File: src/design/mgrt_pkg.sv
// Shared types and codes for the minimum-gap and range tracker.
// No dependencies; imported by mgrt_span_unit and min_gap_and_range_tracker_top.
package mgrt_pkg;

    localparam int VALUE_W = 32;
    localparam int STATUS_W = 2;
    localparam int COUNT_W = 11;
    localparam int CAP_W = 11;
    localparam int CFG_ADDR_W = 3;
    localparam int CFG_DATA_W = 32;

    localparam logic [CAP_W-1:0] CAPACITY_RESET = 11'd1024;
    localparam logic [VALUE_W-1:0] GAP_NONE = 32'hFFFF_FFFF;

    // Item operations
    localparam logic OP_ADD = 1'b0;
    localparam logic OP_CLEAR = 1'b1;

    // Result status codes
    localparam logic [STATUS_W-1:0] STATUS_ADDED = 2'd0;
    localparam logic [STATUS_W-1:0] STATUS_FULL = 2'd1;
    localparam logic [STATUS_W-1:0] STATUS_CLEARED = 2'd2;

    // Configuration register indexes (paddr[2])
    localparam logic REG_CAPACITY = 1'b0;

    // Output of the shared distance/compare unit
    typedef struct packed {
        logic [VALUE_W-1:0] span;
        logic               below_gap;
    } span_res_t;

endpackage

File: src/design/mgrt_span_unit.sv
// Shared distance unit: |a - b| of two signed words, modulo 2^32, and a test
// of that distance against the running gap. Depends on mgrt_pkg.
module mgrt_span_unit
    import mgrt_pkg::*;
(
    input  logic signed [VALUE_W-1:0] a,
    input  logic signed [VALUE_W-1:0] b,
    input  logic        [VALUE_W-1:0] gap,
    output span_res_t                 res
);

    logic a_ge_b;
    logic [VALUE_W-1:0] diff;

    assign a_ge_b = (a >= b);
    // larger minus smaller always fits in 32 unsigned bits
    assign diff = a_ge_b ? (VALUE_W'(a) - VALUE_W'(b)) : (VALUE_W'(b) - VALUE_W'(a));

    always_comb
    begin
        res.span = diff;
        res.below_gap = (diff < gap);
    end

endmodule

File: config.mk
export PLATFORM = sky130hd
export DESIGN_NAME = mgrt_span_unit
export DESIGN_NICKNAME = d
export VERILOG_FILES = /design/src/design/mgrt_pkg.sv /design/src/design/mgrt_span_unit.sv
export SDC_FILE = /design/constraint.sdc
export NUM_CORES = 1
export LEC_CHECK = 0
export ABC_AREA = 1
export BUFFER_PORTS_ARGS = -buffer_cell sky130_fd_sc_hd__buf_2
export CAP_MARGIN = 15
export CORE_ASPECT_RATIO = 0.9
export CORE_MARGIN = 1.5
export CORE_UTILIZATION = 45
export DETAILED_ROUTE_END_ITERATION = 12
export PLACE_DENSITY = 0.72
export SYNTH_ARGS = -nofsm -noshare
export SYNTH_HDL_FRONTEND = slang
export SYNTH_SLANG_ARGS = --single-unit
File: constraint.sdc
create_clock -name vclk -period 5
set_input_delay 1 -clock vclk [all_inputs]
set_output_delay 1 -clock vclk [all_outputs]
set_load 0.02 [all_outputs]
=== Word level (Yosys, flattened, before mapping) ===
Cells that the tools add are included.

* $add $sub $neg: 2
* Multiplexer cells: 1
* Magnitude comparators: 2

{| class="wikitable"
|+ Operator list
! operator !! number
|-
| $sub 32x32->32 || 2
|-
| $ge 32x32->1 || 1
|-
| $lt 32x32->1 || 1
|-
| $mux 32 || 1
|}

* Word-level logic and storage cells: 5
* Register bits after elaboration: 0
* Input port bits: 96
* Output and inout bits: 33

=== Logic depth before layout (Yosys ltp) ===
Gate-level depths: netlist of run 1.

* Word-level depth: 3
* Depth in mapped cells: 27
* Mapped depth without buffers: 25

=== Worst setup path after synthesis of run 1 ===
No wires, ideal clock.

* Path type: input to output
* From: input port a[0]
* To: output port res[0] in the netlist's numbering
* Arrival: 4.143 ns
* Stages on the path: 24
* Path slack: -0.143 ns
* Data required time: 4.000 ns
* Buffers on the path: 1
* Path through: inv_1 -> ha_1 -> inv_1 -> fa_1 -> nand3_1 -> nand3_1 -> nand2_1 -> nand2_2 -> nand2_1 -> nand2_2 -> nand2_2 -> nand2_1 -> nand2_2 -> nand3_4 -> buf_2 -> o21ai_1 -> ha_1 -> a21oi_1 -> nor2_1 -> a211oi_1 -> o21ai_0 -> nand2_1 -> nand2_1 -> a21oi_1

{| class="wikitable"
|+ RTL lines
! what !! line !! RTL
|-
| start: declaration || mgrt_span_unit.sv:6 || <nowiki>input logic signed [VALUE_W-1:0] a,</nowiki>
|-
| end: declaration || mgrt_span_unit.sv:9 || <nowiki>output span_res_t res</nowiki>
|}

==> run_results.csv, run 1 <==
group,metric,value,unit
sta,tightest_slew,0.420,ns
logic_synthesis,synth_cell_types,35,
routing,via_count,6676,
global_route,overflow,0,
final_layout,n_fill_cell,1305,
critical_path,crit_required,4.00,ns
sta,max_freq,200,MHz
power,report.power.total,1.20,mW
final_layout,ff_latch_area,0,sq um
global_route,antenna_found_initial,0,
final_layout,drive_above_1_share,0.206,
clock_network,postCtsHoldBufs,0,
global_route,grt_max_degree,23,
run_status,status,"finished, final reports clean",
power,ir_drop,0.0000547,V
final_layout,finalNonFillerCells,1388,
floorplan,die_width,119,um
global_route,grt_use_met3,0.0275,
critical_path,worstPathArrival,3.99,ns
logic_synthesis,synthXorXnorAreaFrac,0.0591,
placement,gp_congestion,1.02,
sta,fin_crit_sh,0.998,
global_route,use_met1,0.410,
floorplan,ios,129,
routing,dr.first_iter.drc_count,446,
logic_synthesis,synthSimpleGateAreaFrac,0.405,
floorplan,start_util,0.458,
sta,final_hold_viol_count,0,
sta,layout_setup_ws,0.00943,ns
global_route,grt_pass1_vias,5847,
worst_hold_path,hp-start,"b[0]",
final_layout,final_area,6860,sq um
final_layout,num_antenna_cells,0,
logic_synthesis,post_synth_instance_area,5490,sq um
logic_synthesis,synth_top_family_by_area,"simple AND/OR/NAND/NOR gates",
critical_path,end_kind,"output port",
floorplan,die_area,12900,sq um
floorplan,die_h,108,um
placement,dp_cells,1387,
floorplan,row_count,38,
global_route,grt_pass1_wl,28100,um
final_layout,seq_cells,0,
critical_path,cp-start-kind,"input pin",
global_route,grt_use_total,0.269,
final_layout,nNetsFinal,1422,
final_layout,final_cell_mix,"nand2_1 (370), inv_1 (232), buf_2 (128)",
routing,drc,0,
logic_synthesis,synth.net_count,1250,
critical_path,worst_path_largest_cell_delay,0.35,ns
sta,rsz0062_at_grt,"true",
logic_synthesis,synth_fa_ha_area_frac,0.222,
critical_path,cpMostUsedCell,"nand2_1",
critical_path,critical_path_class,"input pin to output port",
floorplan,core,12000,sq um
routing,viasPerCell,4.81,
final_layout,layout_commonest_cell,"nand2_1",
critical_path,critPathSlowestCell,"fa_2",
final_layout,clockBufferCount,0,
routing,wirelength,17600,um
sta,finalMaxSlewViolations,0,
run,cap_violations,0,
sta,relSlewSlack,0.719,
final_layout,area_growth,25.0,%
worst_hold_path,holdPathStages,4,
logic_synthesis,synth-compound-area-share,0.125,
sta,setup_viol,0,
worst_hold_path,min_path_type,"input pin to output port",
sta,setup_tns,0,ns
clock_network,postCtsSetupBuffers,0,
placement,dpl.hpwl,15900,um
logic_synthesis,ys_seq_area_frac,0,
global_route,grt.busiest_layer,"met2",
sta,hold_ws,2.46,ns
sta,fin_crit,4.99,ns
placement,dpl_cell_area,6710,sq um
critical_path,path_depth,25,
routing,first_pass_iters,5,
logic_synthesis,synth_cells,1058,
placement,dp_slack,-0.120,ns
final_layout,post-route-util,0.572,
critical_path,worst-path-buf-inv,5,
placement,port_buffers,129,
logic_synthesis,yosysWarnings,0,
final_layout,multi_input_comb_area,4590,sq um
power,leakage,4.43,nW
global_route,gr-usage-met2,0.419,
critical_path,critical_path_peak_fanout,14,
critical_path,critPathTopFamily,"simple AND/OR/NAND/NOR gates",
logic_synthesis,avgSynthCellArea,5.19,sq um
routing,ant_nets,0,
power,power_density,175,nW/um^2
logic_synthesis,synth_mux_area_frac,0,
routing,wl_per_cell,12.7,um
critical_path,startpoint,"a[0]",
==> layout make-up <==
type                            instances  share of cell area
Inverter                              242               0.133
Tap cell                              160              0.0292
Multi-Input combinational cell        796               0.669
Timing Repair Buffer                  190               0.169
==> logic make-up after synthesis <==
group,count (synthesis)
AOI/OAI and AO/OA,127
xor gates and xnor gates,37
adders and majority gates,96
buffers and inverters,262
and+or+nand+nor,536
==> layer usage <==
| layer | wire, um | vias to the layer above | share of wire |
|---|---|---|---|
| met4 | 171 | 0 | 0.0097 |
| met3 | 1490 | 13 | 0.085 |
| met2 | 7040 | 249 | 0.40 |
| met5 | 0 | - | 0 |
| li1 | - | 3566 | - |
| met1 | 8890 | 2848 | 0.51 |
==> power by group <==
| part | switching [mW] | internal, mW | leakage (nW) | total (mW) |
|---|---|---|---|---|
| clock | 0 | 0 | 0 | 0 |
| combinational | 0.731 | 0.467 | 4.43 | 1.20 |
| sequential | 0 | 0 | 0 | 0 |
==> timing repair <==
item / CTS / global route
endpoints found under the setup margin: 1 / 1
pin swaps: 0 / 1
resized for setup: 10 / 21
cloned: 1 / 0
==> cells in the mapped netlist <==
| cell type | number | area [sq um] |
|---|---|---|
| o21a_1 | 3 | 22.5 |
| nand2_2 | 11 | 68.8 |
| inv_1 | 233 | 875 |
| nor2_1 | 70 | 263 |
| nor4_1 | 2 | 12.5 |
| buf_4 | 4 | 30.0 |
| nand3_4 | 1 | 17.5 |
| a21o_1 | 2 | 15.0 |
| ha_1 | 94 | 1180 |
| a21oi_2 | 2 | 17.5 |
| and2_1 | 1 | 6.26 |
| buf_2 | 14 | 70.1 |
| nand4_1 | 14 | 87.6 |
| nor2_2 | 3 | 18.8 |
| xnor2_1 | 13 | 114 |
| buf_8 | 2 | 30.0 |
| a21boi_0 | 1 | 7.51 |
| nand3_1 | 54 | 270 |
| nand2_1 | 371 | 1390 |
| o21ai_1 | 17 | 85.1 |
| clkinv_1 | 1 | 3.75 |
| nand3b_1 | 1 | 7.51 |
| o221ai_1 | 1 | 8.76 |
| nor3_1 | 1 | 5.00 |
| o21ai_0 | 19 | 95.1 |
| a211oi_1 | 1 | 7.51 |
| a21oi_1 | 72 | 360 |
| xor2_1 | 24 | 210 |
| nor2_4 | 2 | 22.5 |
| fa_1 | 2 | 40.0 |
| o21bai_1 | 9 | 67.6 |
| nand2_4 | 1 | 11.3 |
| nor3b_1 | 1 | 7.51 |
| inv_2 | 8 | 30.0 |
| nand3_2 | 3 | 30.0 |
==> worst paths after layout <==
check,end,slack [ns]
hold / removal,res[1],2.46
setup / recovery,res[0],0.009
No activity file was read; power rests on OpenSTA's default activity.
==> run 2, diff against run 1 <==
--- a/config.mk
+++ b/config.mk
@@ -5,14 +5,13 @@
 export SDC_FILE = /design/constraint.sdc
 export NUM_CORES = 1
 export LEC_CHECK = 0
-export ABC_AREA = 1
 export BUFFER_PORTS_ARGS = -buffer_cell sky130_fd_sc_hd__buf_2
 export CAP_MARGIN = 15
 export CORE_ASPECT_RATIO = 0.9
 export CORE_MARGIN = 1.5
 export CORE_UTILIZATION = 45
 export DETAILED_ROUTE_END_ITERATION = 12
-export PLACE_DENSITY = 0.72
+export PLACE_DENSITY = 0.74
 export SYNTH_ARGS = -nofsm -noshare
 export SYNTH_HDL_FRONTEND = slang
 export SYNTH_SLANG_ARGS = --single-unit
==> constraint.sdc (replaced) <==
create_clock -name vclk -period 5.3
set_input_delay 1.06 -clock vclk [all_inputs]
set_output_delay 1.06 -clock vclk [all_outputs]
set_load 0.02 [all_outputs]
==> run_results.csv, run 2 <==
group,metric,value,unit
final_layout,seq_cells,0,
routing,dr.first_iter.drc_count,419,
logic_synthesis,synth.net_count,842,
power,power_density,184,nW/um^2
routing,wirelength,18600,um
global_route,grt_pass1_wl,27500,um
critical_path,worstPathArrival,4.87,ns
final_layout,final_area,7250,sq um
sta,finalMaxSlewViolations,0,
floorplan,start_util,0.471,
sta,fin_crit_sh,1.12,
critical_path,crit_required,4.24,ns
critical_path,worst_path_largest_cell_delay,0.38,ns
logic_synthesis,post_synth_instance_area,4350,sq um
routing,viasPerCell,5.61,
logic_synthesis,ys_seq_area_frac,0,
power,ir_drop,0.000130,V
sta,setup_tns,-0.631,ns
critical_path,crit_end,"res[0]",
placement,gp_congestion,1.11,
run_status,status,"finished with violations",
critical_path,startpoint,"b[0]",
floorplan,die_area,10300,sq um
global_route,overflow,0,
logic_synthesis,synth_most_common_cell,"inv_1",
sta,rsz0062_at_grt,"true",
sta,hold_ws,2.65,ns
routing,wl_per_cell,16.9,um
sta,final_hold_viol_count,0,
routing,ant_nets,0,
placement,port_buffers,129,
critical_path,critPathSlowestCell,"fa_2",
sta,tightest_slew,0.572,ns
final_layout,layout_commonest_cell,"buf_4",
routing,drc,0,
critical_path,critical_path_peak_fanout,2,
floorplan,row_count,33,
power,leakage,4.01,nW
clock_network,postCtsHoldBufs,0,
logic_synthesis,avgSynthCellArea,6.69,sq um
final_layout,nNetsFinal,1172,
logic_synthesis,synth_top_area_frac,0.270,
logic_synthesis,yosys-top-cells-area,"ha_1 (27%), inv_1 (9.1%), a21oi_1 (7.7%)",
logic_synthesis,synth_top_area_cell,"ha_1",
critical_path,cp-start-kind,"input pin",
global_route,grt_use_total,0.331,
run_status,violations,"negative setup slack",
final_layout,num_antenna_cells,0,
routing,first_pass_iters,5,
logic_synthesis,synth_cells,650,
sta,relSlewSlack,0.618,
global_route,grt_max_degree,11,
routing,via_count,6166,
worst_hold_path,min_path_type,"input pin to output port",
critical_path,critical_path_class,"input pin to output port",
final_layout,final_cell_mix,"buf_4 (224), buf_2 (126), inv_1 (102)",
sta,max_freq,169,MHz
final_layout,clockBufferCount,0,
floorplan,die_h,96.3,um
placement,dpl.hpwl,15300,um
final_layout,multi_input_comb_area,4280,sq um
final_layout,ff_latch_area,0,sq um
sta,setup_viol,1,
sta,layout_setup_ws,-0.631,ns
logic_synthesis,synth_commonest_cells,"inv_1 (105), ha_1 (94), a21oi_1 (67)",
sta,fin_crit,5.93,ns
run,cap_violations,0,
global_route,grt_pass1_vias,5760,
logic_synthesis,synth_cell_types,55,
final_layout,area_growth,66.6,%
final_layout,n_fill_cell,711,
final_layout,drive_above_1_share,0.445,
floorplan,ios,129,
floorplan,core,9250,sq um
floorplan,die_width,107,um
critical_path,cpMostUsedCell,"a21o_1",
critical_path,crit_chain,"buf_2, inv_1, ha_1, inv_1, fa_2, a211oi_4, o311ai_2, a21oi_2, nor2_1, a221o_1, mux2i_4, xnor2_2, ha_1, a21o_1, a21o_1, a21o_1, a21oi_1, o211a_1, o21bai_1, a211oi_2, buf_4",
placement,dp_slack,-0.816,ns
critical_path,end_kind,"output port",
global_route,antenna_found_initial,0,
logic_synthesis,yosysWarnings,0,
placement,dpl_cell_area,6810,sq um
==> run 2: changes by cell type after synthesis, sizes merged, moves of 7 or more <==
cell,previous run,this run
inv,241,105
nor2,75,38
o21ai,36,47
nand2b,0,7
nand3,58,10
a211oi,1,9
o211ai,0,7
nand2,383,43
xor2,24,10
nor3,1,13
o21bai,9,17
mux2i,0,15
a21o,2,33
clkbuf,0,7
==> run 2: kinds of logic after synthesis <==
| family | share of synthesized area |
|---|---|
| AO/OA/AOI/OAI | 0.348 |
| XOR/XNOR | 0.0564 |
| adder cells (fa/ha/maj) | 0.279 |
| buffers and inverters | 0.126 |
| multiplexers | 0.0345 |
| AND/OR/NAND/NOR | 0.156 |
==> run 2: cell type report <==
class	instances	share of cell area
Multi-Input combinational cell	515	0.591
Timing Repair Buffer	358	0.332
Inverter	105	0.0561
Tap cell	122	0.0211
==> run 2: what timing repair did <==
item	CTS	global route
resized for setup	23	54
setup buffers	2	10
gates cloned	0	0
hold endpoints to repair	0	0
setup endpoints to repair	1	2
pin swaps	19	32
==> run 2: worst min-delay path by stage <==
stage | start | end | slack (ns) | cells past startpoint
after floorplan | b[0] | res[1] | 2.32 | 2
after global placement | b[0] | res[1] | 2.63 | 5
after detailed placement | b[0] | res[1] | 2.64 | 5
after CTS | b[0] | res[1] | 2.64 | 5
final | b[0] | res[1] | 2.65 | 5
after global routing | b[0] | res[1] | 2.67 | 5
==> run 2: through the flow <==
step | util | total power [mW] | std cells
2_1_floorplan | - | 0.665 | 650
3_3_place_gp | 0.737 | 1.17 | 1089
3_5_place_dp | 0.737 | 1.20 | 1089
4_1_cts | 0.749 | 1.24 | 1091
5_1_grt | 0.784 | 1.42 | 1100
6_report | 0.784 | 1.33 | 1100
==> run 2: metal layers <==
metal	part of all wire	GRT usage	wire, um	up-vias
met1	0.45	0.458	8420	2847
met3	0.080	0.0406	1490	39
met5	0	0	0	-
li1	-	-	-	2964
met2	0.45	0.550	8320	316
met4	0.020	0.0722	372	0
==> run 2: power breakdown <==
| group | total [mW] | leakage, nW | internal, mW | switching, mW |
|---|---|---|---|---|
| Clock | 0 | 0 | 0 | 0 |
| Combinational | 1.33 | 4.01 | 0.632 | 0.702 |
| Sequential | 0 | 0 | 0 | 0 |
==> run 2: worst max-delay path: cells and delay by family <==
family	cells	cell delay (ns)
AO/OA/AOI/OAI	11	2.10
AND/OR/NAND/NOR	1	0.09
adder cells (fa/ha/maj)	3	0.84
buffers and inverters	4	0.42
multiplexers	1	0.17
XOR/XNOR	1	0.17
==> run 3, diff against run 2 <==
--- a/config.mk
+++ b/config.mk
@@ -7,11 +7,12 @@
 export LEC_CHECK = 0
 export BUFFER_PORTS_ARGS = -buffer_cell sky130_fd_sc_hd__buf_2
 export CAP_MARGIN = 15
-export CORE_ASPECT_RATIO = 0.9
 export CORE_MARGIN = 1.5
 export CORE_UTILIZATION = 45
 export DETAILED_ROUTE_END_ITERATION = 12
+export GPL_TIMING_DRIVEN = 0
 export PLACE_DENSITY = 0.74
+export REMOVE_ABC_BUFFERS = 1
 export SYNTH_ARGS = -nofsm -noshare
 export SYNTH_HDL_FRONTEND = slang
 export SYNTH_SLANG_ARGS = --single-unit
==> run_results.csv, run 3 (same netlist as run 2, synthesis figures left out) <==
group,metric,value,unit
sta,hold_ws,2.56,ns
final_layout,drive_above_1_share,0.330,
critical_path,crit_chain,"buf_2, inv_1, ha_2, o211ai_1, o211ai_1, nand3_1, a21oi_4, o21a_4, nor2_4, buf_12, buf_4, and3_1, a2111oi_4, ha_1, nand4_1, nor2_2, nand3_2, nor3_4, nand2_1, nor4_2, a211oi_2, buf_4",
critical_path,critical_path_class,"input pin to output port",
floorplan,die_h,101,um
sta,tightest_slew,0.588,ns
routing,viasPerCell,5.84,
placement,gp_congestion,0.958,
final_layout,clockBufferCount,0,
sta,finalMaxSlewViolations,0,
floorplan,die_area,10300,sq um
critical_path,worst_path_largest_cell_delay,0.41,ns
final_layout,num_antenna_cells,0,
sta,setup_tns,-0.708,ns
final_layout,nNetsFinal,984,
placement,dpl_cell_area,5000,sq um
routing,dr.first_iter.drc_count,312,
global_route,overflow,0,
global_route,antenna_found_initial,0,
floorplan,core,9330,sq um
placement,dp_cells,878,
placement,dp_slack,-2.76,ns
critical_path,end_kind,"output port",
global_route,grt_use_total,0.283,
sta,layout_setup_ws,-0.708,ns
final_layout,n_fill_cell,896,
floorplan,start_util,0.467,
global_route,grt_max_degree,12,
routing,ant_nets,0,
worst_hold_path,worstHoldEndpoint,"res[1]",
final_layout,ff_latch_area,0,sq um
floorplan,row_count,35,
global_route,grt_pass1_wl,23600,um
critical_path,critPathSlowestCell,"ha_2",
routing,first_pass_iters,5,
routing,via_count,5367,
run,cap_violations,0,
final_layout,seq_cells,0,
sta,max_freq,166,MHz
sta,rsz0062_at_grt,"true",
power,report.power.total,1.11,mW
sta,relSlewSlack,0.604,
routing,wirelength,15300,um
final_layout,finalNonFillerCells,919,
run_status,status,"finished with violations",
critical_path,startpoint,"a[3]",
worst_hold_path,holdPathStages,4,
power,ir_drop,0.0000946,V
final_layout,post-route-util,0.630,
floorplan,die_width,101,um
placement,port_buffers,129,
worst_hold_path,hp-start,"b[0]",
final_layout,area_growth,35.1,%
sta,setup_viol,1,
critical_path,critical_path_peak_fanout,8,
final_layout,layout_commonest_cell,"buf_2",
routing,wl_per_cell,16.6,um
final_layout,final_area,5880,sq um
power,power_density,188,nW/um^2
global_route,grt_pass1_vias,4939,
critical_path,cp-start-kind,"input pin",
floorplan,ios,129,
run_status,violations,"negative setup slack",
worst_hold_path,min_path_type,"input pin to output port",
critical_path,worstPathArrival,4.95,ns
critical_path,crit_required,4.24,ns
power,leakage,3.08,nW
routing,drc,0,
sta,final_hold_viol_count,0,
sta,fin_crit,6.01,ns
sta,fin_crit_sh,1.13,
placement,dpl.hpwl,11700,um
final_layout,final_cell_mix,"buf_2 (127), inv_1 (103), ha_1 (70)",
run 3: changes by cell type in the layout (fill, tap and decap cells not counted), moves of 3 or more:
cell,delta
a21oi_2,-4
buf_4,-187
buf_6,-4
ha_1,-12
ha_2,+16
ha_4,-4
xnor2_1,+3
run 3: final cells by class:
type | instances | area, sq um | share of cell area
Multi-Input combinational cell | 516 | 4330 | 0.737
Timing Repair Buffer | 169 | 991 | 0.169
Inverter | 105 | 397 | 0.0674
Tap cell | 129 | 161 | 0.0274
run 3: repair_timing:
action | 4_1_cts | 5_1_grt
gates resized for setup | 96 | 33
pin swaps | 40 | 23
endpoints found under the setup margin | 32 | 1
hold buffers | 0 | 0
buffers inserted | 32 | 8
hold endpoints to repair | 0 | 0
gates cloned | 1 | 0
run 3: worst max-delay path: cells and delay by family:
| kind | cells | cell delay [ns] |
|---|---|---|
| compound gates | 6 | 1.27 |
| simple gates | 9 | 1.39 |
| fa+ha+maj | 2 | 0.60 |
| buf+inv | 5 | 0.60 |
run 3: report_power, final:
| part | internal, mW | total (mW) | switching, mW |
|---|---|---|---|
| clock network | 0 | 0 | 0 |
| registers | 0 | 0 | 0 |
| logic | 0.463 | 1.11 | 0.643 |
| total | 0.463 | 1.11 | 0.643 |
run 3: worst max path at each step:
stage                         to  slack [ns]  cells after the start
after global placement    res[0]       -2.71                     23
after floorplan           res[0]       -1.69                     21
after CTS                 res[0]       -0.61                     23
final                     res[0]       -0.71                     22
after global routing      res[0]       -0.94                     22
after detailed placement  res[0]       -2.76                     23
run 3: routing by layer:
metal  wire [um]  part of all wire  vias up  track usage
met5           0                 0        -            0
met4         259             0.017        0       0.0481
met3        1050             0.069       26       0.0255
met2        7080              0.46      229        0.498
met1        6880              0.45     2523        0.381
li1            -                 -     2589            -
